<file path="src/rtl/assert_macros.svh">
// Assertion macros used by mesh_edge_length_ratio_core, the top level of the edge length ratio block.
// Depends on a clock named clk and an active-low reset named arst_n in scope.
`ifndef ASSERT_MACROS_SVH
`define ASSERT_MACROS_SVH

// Checks a property on every rising clock edge outside reset.
`define ASSERT_CLK(lbl, prop, msg) \
	lbl: assert property (@(posedge clk) disable iff (!arst_n) (prop)) else $error(msg);

// Checks that a condition implies another in the same cycle.
`define ASSERT_IMPL(lbl, ante, cons, msg) \
	`ASSERT_CLK(lbl, (ante) |-> (cons), msg)

`endif

</file>
<file path="src/rtl/mler_pkg.sv">
// Package of the mesh edge length ratio block: constants, edge tables, types.
// Used by mesh_edge_length_ratio_core and its testbench; depends on nothing.
package mler_pkg;

	localparam int MAX_VERTICES    = 8;
	localparam int COORD_WIDTH     = 32;
	localparam int RATIO_FRAC_BITS = 16;

	localparam int STORE_W  = 32;
	localparam int VERT_W   = 3 * STORE_W;
	localparam int VIDX_W   = $clog2(MAX_VERTICES);
	localparam int CNT_W    = 4;
	localparam int TYPE_W   = 3;
	localparam int RATIO_W  = RATIO_FRAC_BITS + 1;
	localparam int QUOT_W   = 2 * RATIO_FRAC_BITS + 1;
	localparam int PROD_W   = 2 * STORE_W;
	localparam int SQ_W     = PROD_W + 2;
	localparam int REM_W    = SQ_W + 1;
	localparam int STEP_W   = $clog2(QUOT_W);
	localparam int BIT_W    = $clog2(RATIO_W);
	localparam int NUM_EDGE_ENTRIES = 34;
	localparam int EIDX_W   = $clog2(NUM_EDGE_ENTRIES);

	localparam logic [CNT_W-1:0]   CNT_MAX    = '1;
	localparam logic [RATIO_W-1:0] RATIO_ONE  = RATIO_W'(1) << RATIO_FRAC_BITS;

	localparam logic [TYPE_W-1:0] ET_EDGE     = 3'd0;
	localparam logic [TYPE_W-1:0] ET_TRIANGLE = 3'd1;
	localparam logic [TYPE_W-1:0] ET_QUAD     = 3'd2;
	localparam logic [TYPE_W-1:0] ET_TETRA    = 3'd3;
	localparam logic [TYPE_W-1:0] ET_PRISM    = 3'd4;
	localparam logic [TYPE_W-1:0] ET_HEX      = 3'd5;
	localparam logic [TYPE_W-1:0] ET_FIRST_NS = 3'd6;
	localparam logic [TYPE_W-1:0] ET_LAST_NS  = 3'd7;

	localparam logic [1:0] STS_OK        = 2'd0;
	localparam logic [1:0] STS_BAD_TYPE  = 2'd1;
	localparam logic [1:0] STS_BAD_COUNT = 2'd2;
	localparam logic [1:0] STS_ZERO_EDGE = 2'd3;

	localparam logic [VIDX_W-1:0] EDGE_A [NUM_EDGE_ENTRIES] = '{
		3'd0, 3'd1, 3'd0,
		3'd0, 3'd1, 3'd2, 3'd3,
		3'd0, 3'd1, 3'd0, 3'd0, 3'd1, 3'd2,
		3'd0, 3'd1, 3'd2, 3'd3, 3'd4, 3'd5, 3'd0, 3'd1, 3'd2,
		3'd0, 3'd1, 3'd2, 3'd3, 3'd4, 3'd5, 3'd6, 3'd7, 3'd0, 3'd1, 3'd2, 3'd3};
	localparam logic [VIDX_W-1:0] EDGE_B [NUM_EDGE_ENTRIES] = '{
		3'd1, 3'd2, 3'd2,
		3'd1, 3'd2, 3'd3, 3'd0,
		3'd1, 3'd2, 3'd2, 3'd3, 3'd3, 3'd3,
		3'd1, 3'd2, 3'd0, 3'd4, 3'd5, 3'd3, 3'd3, 3'd4, 3'd5,
		3'd1, 3'd2, 3'd3, 3'd0, 3'd5, 3'd6, 3'd7, 3'd4, 3'd4, 3'd5, 3'd6, 3'd7};

	localparam logic [EIDX_W-1:0] TYPE_FIRST [8] = '{
		6'd0, 6'd0, 6'd3, 6'd7, 6'd13, 6'd22, 6'd0, 6'd0};
	localparam logic [CNT_W-1:0] TYPE_EDGES [8] = '{
		4'd0, 4'd3, 4'd4, 4'd6, 4'd9, 4'd12, 4'd0, 4'd0};
	localparam logic [CNT_W-1:0] TYPE_VERTS [8] = '{
		4'd2, 4'd3, 4'd4, 4'd4, 4'd6, 4'd8, 4'd0, 4'd0};

	typedef enum logic [3:0] {
		S_IDLE, S_RDA, S_RDB, S_DIFF, S_SQ, S_ADD, S_CMP,
		S_HCHK, S_DIV, S_SQM, S_SQC, S_FIN
	} state_t;

	typedef struct packed {
		logic [TYPE_W-1:0]  elem_type;
		logic signed [31:0] vertex_x;
		logic signed [31:0] vertex_y;
		logic signed [31:0] vertex_z;
		logic               last_vertex;
	} item_t;

	typedef struct packed {
		logic [RATIO_W-1:0] ratio;
		logic [1:0]         status;
	} result_t;

endpackage

</file>
<file path="src/rtl/mler_ram.sv">
// Generic single-port-write, single-port-read RAM with a registered read.
// Holds the vertex coordinates of the open element; no dependencies.
module mler_ram #(
	parameter int WIDTH = 96,
	parameter int DEPTH = 8
) (
	input  logic                     clk,
	input  logic                     we,
	input  logic [$clog2(DEPTH)-1:0] waddr,
	input  logic [WIDTH-1:0]         wdata,
	input  logic [$clog2(DEPTH)-1:0] raddr,
	output logic [WIDTH-1:0]         rdata
);

	logic [WIDTH-1:0] mem [DEPTH];

	always_ff @(posedge clk) begin
		if (we) begin
			mem[waddr] <= wdata;
		end
		rdata <= mem[raddr];
	end

endmodule

</file>
<file path="src/rtl/mesh_edge_length_ratio_core.sv">
// Top level of the mesh edge length ratio block: sequencer, shared multiplier,
// divider and square root steps. Depends on mler_pkg, mler_ram, assert_macros.svh.
//
// Channel | Direction | Handshake            | Payload
// item    | in        | item_valid/item_stall | mler_pkg::item_t, one vertex
// result  | out       | result_valid/result_stall | mler_pkg::result_t
//
// A vertex that does not close an element is taken in the idle state, which the block keeps.
// A closing vertex with an error or of an edge element goes straight to the final state.
// Otherwise a closing vertex has each edge read, differenced, squared and compared in turn, then
// the zero check, division and square root, all on one 32 by 32 multiplier and one
// subtractor; with a zero longest edge the division and square root are skipped.
// Reset clears the control state; the vertex memory needs no clearing.
// A new result waits in the final state while the previous one is still stalled.
`include "assert_macros.svh"

module mesh_edge_length_ratio_core (
	input  logic               clk,
	input  logic               arst_n,
	input  logic               item_valid,
	output logic               item_stall,
	input  mler_pkg::item_t    item,
	output logic               result_valid,
	input  logic               result_stall,
	output mler_pkg::result_t  result
);

	mler_pkg::state_t state_q, state_d;

	logic [mler_pkg::CNT_W-1:0]   cnt_q;
	logic [mler_pkg::TYPE_W-1:0]  type_q;
	logic [mler_pkg::EIDX_W-1:0]  eidx_q;
	logic [mler_pkg::CNT_W-1:0]   ecnt_q;
	logic [1:0]                   k_q;
	logic [mler_pkg::VERT_W-1:0]  va_q;
	logic [mler_pkg::STORE_W-1:0] d_q [3];
	logic [mler_pkg::PROD_W-1:0]  prod_q;
	logic [mler_pkg::SQ_W-1:0]    acc_q, lo_q, hi_q;
	logic [mler_pkg::REM_W-1:0]   rem_q;
	logic [mler_pkg::QUOT_W-1:0]  quot_q;
	logic [mler_pkg::STEP_W-1:0]  step_q;
	logic [mler_pkg::RATIO_W-1:0] r_q;
	logic [mler_pkg::BIT_W-1:0]   bit_q;
	mler_pkg::result_t            res_q;
	mler_pkg::result_t            out_q;
	logic                         out_valid_q;

	logic                           accept;
	logic [mler_pkg::TYPE_W-1:0]    cur_t;
	logic [mler_pkg::CNT_W-1:0]     cnt_inc;
	logic                           bad_type, bad_count, quick;
	logic                           we;
	logic [mler_pkg::VIDX_W-1:0]    raddr;
	logic [mler_pkg::VERT_W-1:0]    rdata, wdata;
	logic [mler_pkg::STORE_W-1:0]   dcomb [3];
	logic [mler_pkg::STORE_W-1:0]   mul_a;
	logic [mler_pkg::PROD_W-1:0]    mul_res;
	logic [mler_pkg::RATIO_W-1:0]   c_val;
	logic [mler_pkg::REM_W-1:0]     shifted, hi_ext;
	logic                           ge;
	logic                           fin_go;
	logic                           last_edge;

	assign accept  = item_valid && !item_stall;
	assign cur_t   = (cnt_q == '0) ? item.elem_type : type_q;
	assign cnt_inc = (cnt_q == mler_pkg::CNT_MAX) ? cnt_q : cnt_q + 1'b1;
	assign bad_type  = cur_t >= mler_pkg::ET_FIRST_NS;
	assign bad_count = cnt_inc != mler_pkg::TYPE_VERTS[cur_t];
	assign quick     = bad_type || bad_count || (cur_t == mler_pkg::ET_EDGE);

	assign we    = accept && (cnt_q < mler_pkg::CNT_W'(mler_pkg::MAX_VERTICES));
	assign wdata = {
		mler_pkg::STORE_W'(signed'(item.vertex_x[mler_pkg::COORD_WIDTH-1:0])),
		mler_pkg::STORE_W'(signed'(item.vertex_y[mler_pkg::COORD_WIDTH-1:0])),
		mler_pkg::STORE_W'(signed'(item.vertex_z[mler_pkg::COORD_WIDTH-1:0]))};

	mler_ram #(
		.WIDTH (mler_pkg::VERT_W),
		.DEPTH (mler_pkg::MAX_VERTICES)
	) u_store (
		.clk   (clk),
		.we    (we),
		.waddr (cnt_q[mler_pkg::VIDX_W-1:0]),
		.wdata (wdata),
		.raddr (raddr),
		.rdata (rdata)
	);

	always_comb begin
		logic signed [mler_pkg::STORE_W:0] diff;
		for (int k = 0; k < 3; k++) begin
			diff = {va_q[k*mler_pkg::STORE_W + mler_pkg::STORE_W-1],
				va_q[k*mler_pkg::STORE_W +: mler_pkg::STORE_W]}
				- {rdata[k*mler_pkg::STORE_W + mler_pkg::STORE_W-1],
				rdata[k*mler_pkg::STORE_W +: mler_pkg::STORE_W]};
			if (diff[mler_pkg::STORE_W]) begin
				dcomb[k] = mler_pkg::STORE_W'(-diff);
			end else begin
				dcomb[k] = mler_pkg::STORE_W'(diff);
			end
		end
	end

	assign c_val   = r_q | (mler_pkg::RATIO_W'(1) << bit_q);
	assign mul_a   = (state_q == mler_pkg::S_SQ) ? d_q[k_q] : mler_pkg::STORE_W'(c_val);
	assign mul_res = mul_a * mul_a;

	assign hi_ext  = {1'b0, hi_q};
	assign shifted = (step_q == '0) ? rem_q : {rem_q[mler_pkg::REM_W-2:0], 1'b0};
	assign ge      = shifted >= hi_ext;

	assign fin_go    = !out_valid_q || !result_stall;
	assign last_edge = ecnt_q == mler_pkg::TYPE_EDGES[type_q] - 1'b1;

	always_ff @(posedge clk or negedge arst_n) begin
		if (!arst_n) begin
			state_q <= mler_pkg::S_IDLE;
		end else begin
			state_q <= state_d;
		end
	end

	always_comb begin
		state_d    = state_q;
		item_stall = 1'b1;
		raddr      = mler_pkg::EDGE_A[eidx_q];
		case (state_q)
			mler_pkg::S_IDLE: begin
				item_stall = 1'b0;
				if (accept && item.last_vertex) begin
					state_d = quick ? mler_pkg::S_FIN : mler_pkg::S_RDA;
				end
			end
			mler_pkg::S_RDA:  state_d = mler_pkg::S_RDB;
			mler_pkg::S_RDB: begin
				raddr   = mler_pkg::EDGE_B[eidx_q];
				state_d = mler_pkg::S_DIFF;
			end
			mler_pkg::S_DIFF: state_d = mler_pkg::S_SQ;
			mler_pkg::S_SQ:   state_d = mler_pkg::S_ADD;
			mler_pkg::S_ADD:  state_d = (k_q == 2'd2) ? mler_pkg::S_CMP : mler_pkg::S_SQ;
			mler_pkg::S_CMP:  state_d = last_edge ? mler_pkg::S_HCHK : mler_pkg::S_RDA;
			mler_pkg::S_HCHK: state_d = (hi_q == '0) ? mler_pkg::S_FIN : mler_pkg::S_DIV;
			mler_pkg::S_DIV: begin
				if (step_q == mler_pkg::STEP_W'(mler_pkg::QUOT_W - 1)) begin
					state_d = mler_pkg::S_SQM;
				end
			end
			mler_pkg::S_SQM:  state_d = mler_pkg::S_SQC;
			mler_pkg::S_SQC:  state_d = (bit_q == '0) ? mler_pkg::S_FIN : mler_pkg::S_SQM;
			mler_pkg::S_FIN: begin
				if (fin_go) begin
					state_d = mler_pkg::S_IDLE;
				end
			end
			default: state_d = mler_pkg::S_IDLE;
		endcase
	end

	always_ff @(posedge clk or negedge arst_n) begin
		if (!arst_n) begin
			cnt_q       <= '0;
			type_q      <= '0;
			out_valid_q <= 1'b0;
		end else begin
			if (accept) begin
				type_q <= cur_t;
				cnt_q  <= item.last_vertex ? '0 : cnt_inc;
			end
			if (state_q == mler_pkg::S_FIN && fin_go) begin
				out_valid_q <= 1'b1;
			end else if (!result_stall) begin
				out_valid_q <= 1'b0;
			end
		end
	end

	always_ff @(posedge clk) begin
		case (state_q)
			mler_pkg::S_IDLE: begin
				eidx_q <= mler_pkg::TYPE_FIRST[cur_t];
				ecnt_q <= '0;
				if (bad_type) begin
					res_q.ratio  <= '0;
					res_q.status <= mler_pkg::STS_BAD_TYPE;
				end else if (bad_count) begin
					res_q.ratio  <= '0;
					res_q.status <= mler_pkg::STS_BAD_COUNT;
				end else begin
					res_q.status <= mler_pkg::STS_OK;
					res_q.ratio  <= (cur_t == mler_pkg::ET_EDGE) ? mler_pkg::RATIO_ONE : '0;
				end
			end
			mler_pkg::S_RDB: va_q <= rdata;
			mler_pkg::S_DIFF: begin
				d_q   <= dcomb;
				k_q   <= '0;
				acc_q <= '0;
			end
			mler_pkg::S_SQ: prod_q <= mul_res;
			mler_pkg::S_ADD: begin
				acc_q <= acc_q + mler_pkg::SQ_W'(prod_q);
				k_q   <= k_q + 1'b1;
			end
			mler_pkg::S_CMP: begin
				if (ecnt_q == '0 || acc_q < lo_q) begin
					lo_q <= acc_q;
				end
				if (ecnt_q == '0 || acc_q > hi_q) begin
					hi_q <= acc_q;
				end
				ecnt_q <= ecnt_q + 1'b1;
				eidx_q <= eidx_q + 1'b1;
			end
			mler_pkg::S_HCHK: begin
				rem_q  <= {1'b0, lo_q};
				step_q <= '0;
				quot_q <= '0;
				if (hi_q == '0) begin
					res_q.status <= mler_pkg::STS_ZERO_EDGE;
				end
			end
			mler_pkg::S_DIV: begin
				rem_q  <= ge ? shifted - hi_ext : shifted;
				quot_q <= {quot_q[mler_pkg::QUOT_W-2:0], ge};
				step_q <= step_q + 1'b1;
				r_q    <= '0;
				bit_q  <= mler_pkg::BIT_W'(mler_pkg::RATIO_W - 1);
			end
			mler_pkg::S_SQM: prod_q <= mul_res;
			mler_pkg::S_SQC: begin
				if (prod_q <= mler_pkg::PROD_W'(quot_q)) begin
					r_q         <= c_val;
					res_q.ratio <= c_val;
				end
				bit_q <= bit_q - 1'b1;
			end
			mler_pkg::S_FIN: begin
				if (fin_go) begin
					out_q <= res_q;
				end
			end
			default: ;
		endcase
	end

	assign result_valid = out_valid_q;
	assign result       = out_q;

	`ASSERT_CLK(a_out_after_fin, $rose(result_valid) |-> $past(state_q) == mler_pkg::S_FIN, "result raised outside the final state")
	`ASSERT_IMPL(a_err_ratio_zero, result_valid && result.status != mler_pkg::STS_OK, result.ratio == '0, "error result carries a ratio")
	`ASSERT_IMPL(a_ratio_range, result_valid, result.ratio <= mler_pkg::RATIO_ONE, "ratio above one")
	`ASSERT_IMPL(a_lo_le_hi, state_q == mler_pkg::S_DIV, lo_q <= hi_q, "shortest edge exceeds longest")

endmodule

</file>
<file path="config.mk">
export PLATFORM = sky130hd
export DESIGN_NAME = mesh_edge_length_ratio_core
export DESIGN_NICKNAME = d
export VERILOG_FILES = /design/src/rtl/mler_pkg.sv /design/src/rtl/mler_ram.sv /design/src/rtl/mesh_edge_length_ratio_core.sv
export VERILOG_INCLUDE_DIRS = /design/src /design/src/rtl
export SDC_FILE = /design/constraint.sdc
export NUM_CORES = 2
export LEC_CHECK = 0
export BUFFER_PORTS_ARGS = -buffer_cell sky130_fd_sc_hd__buf_2
export CORE_MARGIN = 5
export CORE_UTILIZATION = 50
export DETAILED_ROUTE_END_ITERATION = 7
export GPL_TIMING_DRIVEN = 0
export PLACE_DENSITY = 0.79
export REMOVE_ABC_BUFFERS = 1
export SKIP_LAST_GASP = 1
export SLEW_MARGIN = 20
export SYNTH_ARGS = -nofsm -noshare
export SYNTH_HDL_FRONTEND = slang
export SYNTH_HIERARCHICAL = 1
export SYNTH_SLANG_ARGS = --single-unit
</file>
<file path="constraint.sdc">
create_clock -name clk -period 9.8 [get_ports clk]
set_input_delay 1.47 -clock clk [delete_from_list [all_inputs] [get_ports clk]]
set_output_delay 1.47 -clock clk [all_outputs]
set_load 0.1 [all_outputs]
</file>
# [Word-level counts from Yosys, hierarchy flattened]
# Memories as Yosys holds them, arrays and structs flattened. A register that Yosys moved wholly into a read port is not among the register bits.
# Cells that the tools add are included.
[totals] register_bits=644 ram_bits=768 rom_bits=496 inputBits=104 output_inout_bits=21 elab_cells=169 memories=6
[memory_table] memory="u_store.mem" words=8 word_bits=96 read_ports=1 rd_clocked_by_memory_dff=1 wr=1 line_no="mler_ram.sv:15" rtl="logic [WIDTH-1:0] mem [DEPTH];"
[memory_table] memory="(no name shown)" words=64 word_bits=3 read_ports=1 rd_clocked_by_memory_dff=0 wr=0 line_no="mesh_edge_length_ratio_core.sv:136" rtl="raddr = mler_pkg::EDGE_B[eidx_q];"
[memory_table] memory="(no name shown)" words=64 word_bits=3 read_ports=1 rd_clocked_by_memory_dff=0 wr=0 line_no="mesh_edge_length_ratio_core.sv:126" rtl="raddr = mler_pkg::EDGE_A[eidx_q];"
[memory_table] memory="(no name shown)" words=8 word_bits=6 read_ports=1 rd_clocked_by_memory_dff=0 wr=0 line_no="mesh_edge_length_ratio_core.sv:181" rtl="eidx_q <= mler_pkg::TYPE_FIRST[cur_t];"
[memory_table] memory="(no name shown)" words=8 word_bits=4 read_ports=1 rd_clocked_by_memory_dff=0 wr=0 line_no="mesh_edge_length_ratio_core.sv:113" rtl="assign last_edge = ecnt_q == mler_pkg::TYPE_EDGES[type_q] - 1'b1;"
[memory_table] memory="(no name shown)" words=8 word_bits=4 read_ports=1 rd_clocked_by_memory_dff=0 wr=0 line_no="mesh_edge_length_ratio_core.sv:68" rtl="assign bad_count = cnt_inc != mler_pkg::TYPE_VERTS[cur_t];"
[op_classes] addsub=15 multipliers=1 n_lt_le_gt_ge=10 eq_ne=22 shifts=1 mux=53 bitwise_logic=5 reduce_logical=32
[op_table] cell="32-bit two-way mux" n=6
[op_table] cell="67-bit two-way mux" n=2
[op_table] cell="67-bit one-hot mux with 2 select lines" n=1
[op_table] cell="66-bit one-hot mux with 2 select lines" n=1
[op_table] cell="32-bit by 32-bit subtractor with 33-bit output" n=3
[op_table] cell="32-bit negation" n=3
[op_table] cell="17-bit one-hot mux with 2 select lines" n=2
[op_table] cell="67-bit by 66-bit greater-or-equal comparator with 1-bit output" n=1
[op_table] cell="67-bit by 66-bit subtractor with 67-bit output" n=1
[op_table] cell="66-bit by 64-bit adder with 66-bit output" n=1
[op_table] cell="66-bit > comparator" n=1
[op_table] cell="66-bit zero test" n=1
[op_table] cell="66-bit < comparator" n=1
[op_table] cell="33-bit one-hot mux with 2 select lines" n=1
[op_table] cell="32-bit binary-select mux with 2-bit select" n=1
[op_table] cell="64-bit by 33-bit less-or-equal comparator with 1-bit output" n=1
[op_table] cell="32-bit by 32-bit multiplier with 64-bit output" n=1
[op_table] cell="4-bit one-hot mux with 12 select lines" n=1
[op_table] cell="4-bit two-way mux" n=10
[op_table] cell="19-bit two-way mux" n=2
[op_table] cell="17-bit two-way mux" n=2
[op_table] cell="6-bit one-hot mux with 2 select lines" n=2
[op_table] cell="3-bit two-way mux" n=7
[op_table] cell="4-bit equality test (second input constant)" n=5
[op_table] cell="other kinds (40)" n=82

# [Depth between registers and ports, before layout]
[logic_depth] depth_word=12 depth_mapped=41

# [Hierarchy]
# The synthesis kept the hierarchy.
[by_module_without_submodules] module="mesh_edge_length_ratio_core" n_inst=1 cells_per_inst=7586 area_each_um2=72768.5 seq_area_each_um2=19248.5
[by_module_without_submodules] module="mler_ram" n_inst=1 cells_per_inst=1219 area_each_um2=30805.8 seq_area_each_um2=24984.0

# [Worst setup path before layout]
# Ideal clock, no wire load.
[synth_path] kind="register -> register" from="register state_q[1]" to="register u_store.rdata[15], read port of u_store.mem" setup_time_ns=0.121 t_arrival_ns=9.908 path_slack_ns=-0.229 path_stages_with_launch=11 n_path_buf=4 period_less_slack_ns=10.029 path_cell_list="dfrtp_1 clkbuf_1 nand2b_1 nor3_1 mux4_2 o21ai_0 clkbuf_1 buf_6 buf_6 mux4_2 mux2_2"
[synth_between] elab_chain_len=2
[synth_lines] element="start, declared" line_no="mesh_edge_length_ratio_core.sv:28" rtl="mler_pkg::state_t state_q, state_d;"
[synth_lines] element="start signal, assigned" line_no="mesh_edge_length_ratio_core.sv:117" rtl="state_q <= mler_pkg::S_IDLE;"
[synth_lines] element="start signal, assigned" line_no="mesh_edge_length_ratio_core.sv:119" rtl="state_q <= state_d;"
[synth_lines] element="4-bit by 2-bit equality test with 1-bit output" line_no="mesh_edge_length_ratio_core.sv:127" rtl="case (state_q)"
[synth_lines] element="3-bit two-way mux" line_no="mesh_edge_length_ratio_core.sv:127"
[synth_lines] element="named net raddr, one bit" line_no="mesh_edge_length_ratio_core.sv:53" rtl="logic [mler_pkg::VIDX_W-1:0] raddr;"
[synth_lines] element="end, declared" line_no="mler_ram.sv:12" rtl="output logic [WIDTH-1:0] rdata"
# The timed path passes the listed nets, and every way through them passes these cells.
# A chain may end at the register's enable or synchronous reset.

# [Worst setup path after layout]
[layout_path] from="register k_q[0]" to="register prod_q[60] (netlist name) (data pin)"
[layout_between] elab_chain_len=6
[layout_lines] element="start, declared" line_no="mesh_edge_length_ratio_core.sv:34" rtl="logic [1:0] k_q;"
[layout_lines] element="start signal, assigned" line_no="mesh_edge_length_ratio_core.sv:203" rtl="k_q <= k_q + 1'b1;"
[layout_lines] element="2-bit NOT with 3-bit output (implied by the code)" line_no="mesh_edge_length_ratio_core.sv:105" rtl="assign mul_a = (state_q == mler_pkg::S_SQ) ? d_q[k_q] : mler_pkg::STORE_W'(c_val);"
[layout_lines] element="32-bit binary-select mux with 2-bit select" line_no="mesh_edge_length_ratio_core.sv:105"
[layout_lines] element="32-bit two-way mux (implied by the code) (2 in series)" line_no="mesh_edge_length_ratio_core.sv:105"
[layout_lines] element="32-bit two-way mux" line_no="mesh_edge_length_ratio_core.sv:105"
[layout_lines] element="32-bit by 32-bit multiplier with 64-bit output" line_no="mesh_edge_length_ratio_core.sv:106" rtl="assign mul_res = mul_a * mul_a;"
[layout_lines] element="named net mul_res, one bit" line_no="mesh_edge_length_ratio_core.sv:57" rtl="logic [mler_pkg::PROD_W-1:0] mul_res;"
[layout_lines] element="end signal, assigned" line_no="mesh_edge_length_ratio_core.sv:200" rtl="mler_pkg::S_SQ: prod_q <= mul_res;"
[layout_lines] element="end signal, assigned" line_no="mesh_edge_length_ratio_core.sv:230" rtl="mler_pkg::S_SQM: prod_q <= mul_res;"
[layout_lines] element="end, declared" line_no="mesh_edge_length_ratio_core.sv:37" rtl="logic [mler_pkg::PROD_W-1:0] prod_q;"
# The timed path passes the listed nets, and every way through them passes these cells. The select of a mux whose other input is x is not followed.

==> impl_metrics.ini <==
[timing]
setup_viol = 0
finalHoldViolCount = 0
min_period_ns = 9.64
max_slew_margin_pct = 19.7
drv_slew = 0
setup_ws_ns = 0.161
fmax_mhz = 104
tightest_slew_ns = 1.20
min_period_over_period_pct = 98.4
clock_skew_ns = 0.0661

[detailed_routing]
drt-met1-wl_um = 104000
wl_met3_um = 22200
drt_wl_total_um = 278000
dr.max_layer_used = met5
viasPerCell = 5.87
drt_iter0_drc = 7532
dr.pass1.iters = 7
ant_nets = 0
drc = 0
wire_per_inst_um = 23.2
dr_wl_met2_um = 138000
dr_total_vias = 70100

[synthesis]
synth-edff-count = 1399
yosys_warnings = 6
synthMuxAreaShare_pct = 6.86
synth-compound-area-share_pct = 8.87
synth.avg_cell_area_um2 = 11.8
ys.flop_type = edfxtp_1
yosysSeqAreaShare_pct = 42.7
synthAdderAreaFrac_pct = 23.9
yosys.area_share.simple_pct = 8.18
synthXorXnorAreaFrac_pct = 3.37
yosysTopAreaCell = edfxtp_1
synth-async-reset-ratio_pct = 0.796
syn-instance-count = 8805
synth_seq_cells = 1507
synth_most_common_cell = edfxtp_1
synth_top_family_by_area = adder cells
synth.distinct_cells = 100
syn_area_um2 = 104000
synth_area_leaders = edfxtp_1 41%, fa_1 15%, ha_1 8.5%
synth_commonest_cells = 1399 x edfxtp_1, 1349 x inv_1, 796 x fa_1, 703 x ha_1, 690 x nor2_1
synth_top_area_share_pct = 40.6

[clock_tree]
cts_root_buf = clkbuf_16
clkSinkCount = 1507
clk_pin_slew_ns = 0.07
htree_levels = 4
cts_hold_buf = 0
cts_buffer_depth = 3
cts_made_buffers = 159
clk-insertion-delay-late_ns = 0.84
cts_tree = done

[cells_and_area]
area_growth_syn_to_layout_pct = 13.1
drive_above_1_share_pct = 14.3
nFillCells = 15900
nNetsFinal = 10700

[floorplanning]
io_pins = 125
rows = 167
die_h_um = 465
core_um2 = 207000
start_util_pct = 50.1
die_w_um = 465
die_area_um2 = 216000

[placement]
port_buffers = 124
hpwl_um = 200000
gp_congestion = 0.954
dp_slack_ns = -2.95

[setup_path]
crit_fanout = 18
cp-end-kind = register
cp_slowest_cell = edfxtp_1
crit_top_cell = fa_1
slowest_delay_ns = 0.61
arrival_ns = 10.17
worstSetupPathType = register to register
crit_required_ns = 10.33
cp-start-kind = register

[run]
cap_violations = 0

[global_route]
grt_overflow = 0
grt_max_degree = 64
first_global_vias = 72600
antenna_found_initial = 16
grt_pass1_wl_um = 423000
track_usage_pct = 25.1

[run_status]
status = completed

[min_path]
worst_hold_path_type = register to register
-- routing by layer --
layer,vias to the layer above,GRT usage [%]
met5,-,0
met4,12,10.7
met3,606,4.85
met2,3168,42.9
li1,31200,-
met1,35200,31.3
-- kinds of logic (layout without fill, tap and decap cells) --
family | Yosys count | after routing
other | 0 | 8
DFF | 1507 | 1507
xor gates and xnor gates | 398 | 398
buffers and inverters | 1643 | 2075
AOI/OAI and AO/OA | 1426 | 1427
adders and majority gates | 1499 | 1499
and+or+nand+nor | 1886 | 1889
muxes | 446 | 446
-- repair_timing --
| item | CTS | global route |
|---|---|---|
| pin swaps | 20 | 18 |
| resized for setup | 176 | 91 |
| cloned | 2 | 4 |
| setup endpoints to repair | 47 | 22 |
| setup buffers | 76 | 68 |
-- worst paths after layout --
check                                  start    endpoint  slack [ns]  cells past startpoint
min reg2reg                u_store/rdata[12]    va_q[12]        0.41                      0
min in group asynchronous             arst_n  state_q[3]        0.54                      1
max reg2reg                           k_q[0]  prod_q[60]        0.16                     32
max in group asynchronous             arst_n  state_q[0]        9.02                      1
max                                   k_q[0]  prod_q[60]        0.16                     32
min                        u_store/rdata[12]    va_q[12]        0.41                      0
-- cell type report --
class,instances,area (um2),area share (%)
Antenna cell,8,20.0,0.0171
Clock buffer,198,4260,3.64
Clock inverter,97,1180,1.01
Inverter,1360,5210,4.45
Multi-Input combinational cell,5659,54500,46.5
Sequential cell,1507,44200,37.8
Tap cell,2704,3380,2.89
Timing Repair Buffer,420,4360,3.72
-- placed cells by master (no fill, tap or decap), drive strengths merged, types with 194 or more instances in the layout --
| cell type | count |
|---|---|
| o21ai | 271 |
| inv | 1357 |
| ha | 703 |
| a21oi | 452 |
| fa | 796 |
| nand2 | 620 |
| nor2 | 691 |
| edfxtp | 1399 |
| buf | 418 |
| xnor2 | 249 |
| mux4 | 194 |
| a21o | 279 |
| clkbuf | 200 |
-- flip-flops by register name, summed over array words and instances (netlist names), 5 cells and up --
signal	flops
quot_q	33
bit_q	5
eidx_q	6
acc_q	66
d_q	96
va_q	96
step_q	6
u_store/rdata	96
u_store/mem	768
result	19
res_q	19
lo_q	66
r_q	17
prod_q	63
rem_q	67
hi_q	66
-- metrics by stage --
step | utilization, % | setup TNS (ns) | hold slack [ns] | instance area, um2 | cells
after detailed placement | 52.8 | -83.30 | 0.408 | 109000 | 11500
after floorplan | - | -2381.05 | 0.400 | 102000 | 8522
after global routing | 56.7 | -0.118 | 0.429 | 117000 | 11900
after CTS | 56.1 | -0.00712 | 0.410 | 116000 | 11900
final | 56.7 | 0 | 0.414 | 117000 | 12000
after global placement | 51.5 | -7147.80 | 0.414 | 106000 | 11400
-- critical path: cells and delay by family, from the launching register on --
family | cells | cell delay [ns]
buf+inv | 6 | 0.89
compound gates | 8 | 1.68
flops | 1 | 0.61
xor+xnor | 1 | 0.13
simple gates | 7 | 1.03
fa+ha+maj | 9 | 4.53
mux | 1 | 0.47
Power is left out: the tool's default activity adds up to more than one toggle a clock period on the data nets, which glitch-free logic cannot reach.
